## config.mk

```make
export PLATFORM = sky130hd
export DESIGN_NAME = euclidean_rhythm_generator
export DESIGN_NICKNAME = d
export VERILOG_FILES = /design/src/rtl/core/erg_pkg.sv /design/src/rtl/core/erg_ctrl.sv /design/src/rtl/core/erg_dp.sv /design/src/rtl/core/euclidean_rhythm_generator.sv
export SDC_FILE = /design/constraint.sdc
export NUM_CORES = 1
export LEC_CHECK = 0
export ABC_AREA = 1
export BUFFER_PORTS_ARGS = -buffer_cell sky130_fd_sc_hd__buf_2
export CORE_MARGIN = 2
export CORE_UTILIZATION = 25
export DETAILED_ROUTE_END_ITERATION = 12
export PLACE_DENSITY = 0.39
export SYNTH_ARGS = -nofsm -noshare
export SYNTH_HDL_FRONTEND = slang
export SYNTH_SLANG_ARGS = --single-unit
```

## constraint.sdc

```tcl
create_clock -name i_clk -period 6.1 [get_ports i_clk]
set_clock_uncertainty 0.1 [all_clocks]
set_input_delay 0.61 -clock i_clk [delete_from_list [all_inputs] [get_ports i_clk]]
set_output_delay 0.61 -clock i_clk [all_outputs]
set_load 0.02 [all_outputs]
```

## src/rtl/core/erg_pkg.sv

```systemverilog
// Package for the euclidean rhythm generator.
// Holds payload structs, controller/datapath command and status types, codes.
// No dependencies.
package erg_pkg;

    localparam int MAX_STEPS_DEF = 64;

    localparam logic [1:0] ACC_MUTE = 2'd0;
    localparam logic [1:0] ACC_HIT  = 2'd1;
    localparam logic [1:0] ACC_DOWN = 2'd2;

    typedef struct packed {
        logic [6:0] pulses;
        logic [6:0] steps;
        logic       mark_downbeat;
    } t_req;

    typedef struct packed {
        logic [1:0] accent;
        logic [5:0] step_index;
        logic       last_step;
    } t_rsp;

    typedef enum logic [1:0] {
        ST_IDLE,
        ST_GROUP,
        ST_EMIT
    } t_state;

    typedef struct packed {
        logic load;
        logic group;
        logic emit_init;
        logic emit;
    } t_cmd;

    typedef struct packed {
        logic in_empty;
        logic grp_done;
        logic emit_last;
    } t_sts;

endpackage

```

## src/rtl/core/erg_ctrl.sv

```systemverilog
// Controller state machine of the euclidean rhythm generator.
// Sequences load, grouping rounds and step emission. Depends on erg_pkg.
module erg_ctrl import erg_pkg::*; (
    input  logic i_clk,
    input  logic i_rst_n,
    input  logic i_start,
    input  t_sts i_sts,
    output t_cmd o_cmd,
    output logic o_busy
);

    t_state r_state;
    t_state n_state;

    always_ff @(posedge i_clk) begin
        if (!i_rst_n) begin
            r_state <= ST_IDLE;
        end else begin
            r_state <= n_state;
        end
    end

    always_comb begin
        n_state = r_state;
        unique case (r_state)
            ST_IDLE: begin
                if (i_start && !i_sts.in_empty) n_state = ST_GROUP;
            end
            ST_GROUP: begin
                if (i_sts.grp_done) n_state = ST_EMIT;
            end
            ST_EMIT: begin
                if (i_sts.emit_last) n_state = ST_IDLE;
            end
            default: n_state = ST_IDLE;
        endcase
    end

    always_comb begin
        o_cmd  = '0;
        o_busy = 1'b1;
        unique case (r_state)
            ST_IDLE: begin
                o_busy     = 1'b0;
                o_cmd.load = i_start && !i_sts.in_empty;
            end
            ST_GROUP: begin
                o_cmd.group     = !i_sts.grp_done;
                o_cmd.emit_init = i_sts.grp_done;
            end
            ST_EMIT: begin
                o_cmd.emit = 1'b1;
            end
            default: o_busy = 1'b0;
        endcase
    end

endmodule

```

## src/rtl/core/erg_dp.sv

```systemverilog
// Datapath of the euclidean rhythm generator: pattern pair, lengths, copy
// counts, emission walk and registered result. Depends on erg_pkg.
module erg_dp import erg_pkg::*; #(
    parameter int MAX_STEPS = MAX_STEPS_DEF
) (
    input  logic i_clk,
    input  logic i_rst_n,
    input  t_req i_req,
    input  t_cmd i_cmd,
    output t_sts o_sts,
    output t_rsp o_rsp,
    output logic o_strobe
);

    localparam int W  = MAX_STEPS;
    localparam int CW = $clog2(MAX_STEPS + 1);
    localparam int BW = $clog2(MAX_STEPS);

    logic [W-1:0]  r_pat_a, r_pat_b;
    logic [CW-1:0] r_len_a, r_len_b, r_ca, r_cb;
    logic [CW-1:0] r_pos, r_total, r_copy;
    logic [BW-1:0] r_bit;
    logic          r_pend, r_db, r_grp, r_phase_b;
    t_rsp          r_rsp;
    logic          r_vld;

    logic [6:0]    steps_c7, pulses_c7;
    logic [CW-1:0] steps_c, pulses_c, pairs;
    logic [W-1:0]  cur_pat;
    logic [CW-1:0] cur_len, cur_cnt;
    logic          hit, bit_end, copy_end, is_last;

    always_comb begin
        steps_c7  = (i_req.steps > 7'(MAX_STEPS)) ? 7'(MAX_STEPS) : i_req.steps;
        pulses_c7 = (i_req.pulses > steps_c7) ? steps_c7 : i_req.pulses;
        steps_c   = CW'(steps_c7);
        pulses_c  = CW'(pulses_c7);
        pairs     = (r_ca < r_cb) ? r_ca : r_cb;
        cur_pat   = r_phase_b ? r_pat_b : r_pat_a;
        cur_len   = r_phase_b ? r_len_b : r_len_a;
        cur_cnt   = r_phase_b ? r_cb : r_ca;
        hit       = cur_pat[r_bit];
        bit_end   = (CW'(r_bit) + CW'(1)) == cur_len;
        copy_end  = (r_copy + CW'(1)) == cur_cnt;
        is_last   = (r_pos + CW'(1)) == r_total;
    end

    assign o_sts.in_empty  = (i_req.steps == 7'd0);
    assign o_sts.grp_done  = !(r_grp && (r_cb > CW'(1)));
    assign o_sts.emit_last = is_last;

    always_ff @(posedge i_clk) begin
        if (!i_rst_n) begin
            r_pat_a   <= '0;
            r_pat_b   <= '0;
            r_len_a   <= '0;
            r_len_b   <= '0;
            r_ca      <= '0;
            r_cb      <= '0;
            r_pos     <= '0;
            r_total   <= '0;
            r_copy    <= '0;
            r_bit     <= '0;
            r_pend    <= 1'b1;
            r_db      <= 1'b0;
            r_grp     <= 1'b0;
            r_phase_b <= 1'b0;
            r_rsp     <= '0;
            r_vld     <= 1'b0;
        end else begin
            r_vld <= i_cmd.emit;
            if (i_cmd.load) begin
                r_pat_a <= W'(1);
                r_len_a <= CW'(1);
                r_ca    <= pulses_c;
                r_pat_b <= '0;
                r_len_b <= CW'(1);
                r_cb    <= steps_c - pulses_c;
                r_pos   <= '0;
                r_pend  <= 1'b1;
                r_db    <= i_req.mark_downbeat;
                r_total <= steps_c;
                r_grp   <= (pulses_c != '0) && (pulses_c < steps_c);
            end
            if (i_cmd.group) begin
                r_pat_a <= r_pat_a | (r_pat_b << r_len_a);
                r_len_a <= r_len_a + r_len_b;
                r_ca    <= pairs;
                if (r_ca <= r_cb) begin
                    r_cb <= r_cb - r_ca;
                end else begin
                    r_cb    <= r_ca - r_cb;
                    r_pat_b <= r_pat_a;
                    r_len_b <= r_len_a;
                end
            end
            if (i_cmd.emit_init) begin
                r_phase_b <= (r_ca == '0);
                r_bit     <= '0;
                r_copy    <= '0;
            end
            if (i_cmd.emit) begin
                r_rsp.accent     <= hit ? ((r_pend && r_db) ? ACC_DOWN : ACC_HIT) : ACC_MUTE;
                r_rsp.step_index <= 6'(r_pos);
                r_rsp.last_step  <= is_last;
                if (hit) r_pend <= 1'b0;
                r_pos <= r_pos + CW'(1);
                if (bit_end) begin
                    r_bit <= '0;
                    if (copy_end) begin
                        r_phase_b <= 1'b1;
                        r_copy    <= '0;
                    end else begin
                        r_copy <= r_copy + CW'(1);
                    end
                end else begin
                    r_bit <= r_bit + BW'(1);
                end
            end
        end
    end

    assign o_rsp    = r_rsp;
    assign o_strobe = r_vld;

    a_emit_in_range: assert property (@(posedge i_clk) disable iff (!i_rst_n)
        i_cmd.emit |-> (r_pos < r_total))
        else $error("emit past rhythm length");

    a_load_clears: assert property (@(posedge i_clk) disable iff (!i_rst_n)
        i_cmd.load |=> (r_pos == '0) && r_pend)
        else $error("load did not restart emission");

    a_group_len: assert property (@(posedge i_clk) disable iff (!i_rst_n)
        i_cmd.group |=> (r_len_a <= r_total))
        else $error("pattern grew past step count");

    a_single_down: assert property (@(posedge i_clk) disable iff (!i_rst_n)
        (r_vld && (r_rsp.accent == ACC_DOWN)) |-> !r_pend)
        else $error("downbeat left pending");

endmodule

```

## src/rtl/core/euclidean_rhythm_generator.sv

```systemverilog
// Euclidean rhythm generator, top level: erg_ctrl sequences erg_dp.
// Sequence: accept, R grouping rounds (one per cycle), a setup step, then
// one step per cycle; each result passes the state and result registers.
// Busy through grouping, setup and emission; steps of zero is never accepted.
// Results are strobed once per step and cannot be stalled.
// Reset: synchronous, active low, returns the controller to idle.
module euclidean_rhythm_generator import erg_pkg::*; #(
    parameter int MAX_STEPS = MAX_STEPS_DEF
) (
    input  logic i_clk,
    input  logic i_rst_n,
    input  logic start,
    output logic busy,
    input  t_req i_req,
    output t_rsp o_rsp,
    output logic o_strobe
);

    t_cmd cmd;
    t_sts sts;

    erg_ctrl u_ctrl (
        .i_clk   (i_clk),
        .i_rst_n (i_rst_n),
        .i_start (start),
        .i_sts   (sts),
        .o_cmd   (cmd),
        .o_busy  (busy)
    );

    erg_dp #(
        .MAX_STEPS (MAX_STEPS)
    ) u_dp (
        .i_clk    (i_clk),
        .i_rst_n  (i_rst_n),
        .i_req    (i_req),
        .i_cmd    (cmd),
        .o_sts    (sts),
        .o_rsp    (o_rsp),
        .o_strobe (o_strobe)
    );

endmodule
```

==> metrics.cfg <==
[outcome]
status=finished, final reports clean

[sta]
drv_slew=0
fin_ws_ns=2.44
layout_min_cycle_time_ns=3.66
worst_slew_pin_slew_ns=0.989
max_freq_mhz=273
max_slew_margin_pct=34.0
finalCritPeriodShare_pct=60.1
hold_violations=0
timing.hold.ws_ns=0.292
tns_ns=0
setup_viol_count_final=0
rsz0062_at_grt=false

[critical_path]
path_class=input pin to flip-flop
critPathCapture=u_dp.r_cb[6]
arrival_ns=3.95
critPathLaunch=i_req[7]
r2r_cells=11
r2r_setup_slack_ns=2.56
cp-end-kind=flip-flop
start_kind=input pin
timing.rr.start=u_dp.r_cb[2]
cp_max_fo=8
worstReg2RegEnd=u_dp.r_pat_b[25]
required_ns=6.39

[placed_design]
dp_hpwl_um=41600
pre_cts_slack_ns=1.98
routabilityCongestion=0.859
numPortBuffers=28
postPlaceCellArea_um2=15100

[clock_tree]
numCtsBuffers=17
post_cts_buffers=0
clockBufferDepth=2
post_cts_resized=0
htreeDepth=4
cts.sinks=199
root_buffer=clkbuf_16
cts_tree=built
cts_hold_buffers=0
clk_latency_ns=0.50
clk_pin_slew_ns=0.08

[pwr]
power_frac_comb_pct=38.1
p_sw_share_pct=43.9
power_leakage_nw=6.57
seq_power_share_pct=34.0
ir_worst_vdd_uv=236
p_sw_mw=1.91
intPower_mw=2.45
powerDensity_nw_per_um2=277
power.clock.fraction_pct=27.9

[die]
coreArea_um2=57700
fp.dieW_um=246
start_util_pct=25.3
ios=29
die_h_um=246
rows=88
design.die.area_um2=60400

[logic_synthesis]
netlist.area_leader.share_pct=27.3
ys_top_cells_by_area=dfxtp_1 27%, nand2_1 23%, nand3_1 13%, a21oi_1 6.9%, o21ai_0 5.2%
synth_seq_cells=199
yosysSeqAreaShare_pct=27.3
synth.avg_cell_area_um2=5.86
ys_types=43
synth.cell_area_um2=14600
synth_top_area_cell=dfxtp_1
syn-num-nets=2555
yosysWarnings=0
synth_cells=2493

[detailed_routing]
wl_um=61000
wl_per_cell_um=19.2
final_antenna_net_count=0
drt-pass1-iter-count=7
vias=15900
post-route-drc-count=0
first_iter_violations=1471
routed_via_density=4.99

[run]
max-cap-violations=0

[cells_and_area]
fin_area_um2=15700
final_nets=2468
fill_cells=6640
num_antenna_cells=0
layout-drive-gt1-share_pct=5.83
area_delta_synth_final_pct=7.67

[min_path]
worstHoldPathType=input pin to flip-flop
worstHoldStart=i_req[0]

[global_route]
gr-total-overflow=0
grt_pass1_wl_um=93700
grt_usage_pct=20.4
grt_antenna_before_repair=1
grt_pass1_vias=15400
grt_max_degree=71

==> worst max-delay path: stages <==
cell,delay (ns)
buf_2,0.14
nor2_1,0.34
inv_1,0.09
ha_1,0.30
nand2_1,0.06
nor2_1,0.15
nand2_1,0.07
nand2_1,0.17
nand2_1,0.20
nand2_1,0.09
o21ai_0,0.15
ha_1,0.28
fa_1,0.42
o21ai_0,0.29
nand2_1,0.12
nand2_1,0.08
nand2_1,0.06
nand2_1,0.06
nand2_1,0.05
a31oi_1,0.14
a21oi_1,0.08
==> cell families after synthesis <==
| logic type | Yosys count | synth area share, % |
|---|---|---|
| AOI/OAI and AO/OA | 407 | 14.6 |
| xor gates and xnor gates | 29 | 1.74 |
| adders and majority gates | 44 | 3.97 |
| buffers and inverters | 339 | 9.95 |
| DFF | 199 | 27.3 |
| and+or+nand+nor | 1475 | 42.4 |
==> registers in the layout, indices dropped and copies added (netlist names) <==
| name | count |
|---|---|
| u_dp.r_pat_b | 64 |
| u_dp.o_strobe | 1 |
| u_dp.r_copy | 7 |
| u_dp.r_bit | 6 |
| u_dp.r_total | 7 |
| u_dp.r_pat_a | 64 |
| u_dp.r_grp | 1 |
| u_dp.r_ca | 7 |
| u_dp.r_len_a | 7 |
| u_dp.r_pend | 1 |
| u_dp.r_cb | 7 |
| u_dp.r_db | 1 |
| u_ctrl.r_state | 2 |
| u_dp.r_len_b | 7 |
| u_dp.o_rsp | 9 |
| u_dp.r_phase_b | 1 |
| u_dp.r_pos | 7 |
==> cells in the mapped netlist (all sizes together) <==
cell type,n
o31a,1
clkbuf,51
dfxtp,199
a31oi,8
nand4,16
a21o,2
and2,2
nand3b,3
a32o,1
nand3,382
o22ai,1
o221ai,1
xnor2,8
nor4,2
nor2,148
xor2,21
o21ai,167
inv,180
buf,106
a22oi,7
nand2,894
or2,22
fa,4
a21oi,202
nor3,6
o211ai,14
clkinv,2
o21bai,3
ha,40
==> routing by layer <==
layer,GRT usage (%),part of all wire (%),vias up
li1,-,-,7946
met1,27.5,48,7520
met2,33.7,46,358
met3,2.86,4.0,55
met4,5.90,2.1,2
met5,0,0.020,-
==> how the worst min path moves through the flow <==
stage	to	slack, ns	cells after the start
6_report	u_dp.r_db	0.29	3
2_1_floorplan	u_dp.r_pat_b[0]	0.34	2
5_1_grt	u_dp.r_db	0.27	3
3_3_place_gp	u_dp.r_pat_b[40]	0.35	2
4_1_cts	u_dp.r_db	0.27	3
3_5_place_dp	u_dp.r_pat_b[58]	0.35	2
==> area by class of cell <==
cell class / instances / area [um^2] / share of cell area, %
well taps: 765 / 957 / 6.09
flip-flops and latches: 199 / 4000 / 25.4
repair buffers: 51 / 313 / 1.99
inverters: 182 / 688 / 4.38
clock inverters: 13 / 153 / 0.971
clock buffers: 19 / 443 / 2.82
multi-input cells: 1955 / 9180 / 58.4
==> power by group through the flow <==
stage / combinational, mW / sequential (mW) / clock, mW
2_1_floorplan: 1.24 / 1.46 / 0
3_3_place_gp: 1.67 / 1.51 / 0
3_5_place_dp: 1.66 / 1.51 / 0
4_1_cts: 1.67 / 1.48 / 1.26
5_1_grt: 1.87 / 1.50 / 1.30
6_report: 1.66 / 1.48 / 1.22
==> placed cells by master, fill, tap and decap left out, drive strengths merged, types with 6 or more instances in the layout <==
master and count:
a31oi 8, nand3 382, inv 188, a21oi 202, nand4 16, xnor2 8, dfxtp 199, nor2 148
clkbuf 19, ha 40, o21ai 167, xor2 21, buf 51, a22oi 7, nor3 6, or2 22
clkinv 6, nand2 894, o211ai 14
==> metrics by stage <==
| stage | util (%) | instances | power, mW |
|---|---|---|---|
| finish | 27.3 | 3184 | 4.36 |
| floorplan | - | 2493 | 2.69 |
| CTS | 27.3 | 3184 | 4.41 |
| global route | 27.3 | 3184 | 4.67 |
| detailed placement | 26.2 | 3152 | 3.17 |
| global placement | 26.2 | 3152 | 3.18 |
Power figures use the tool's default switching activity.
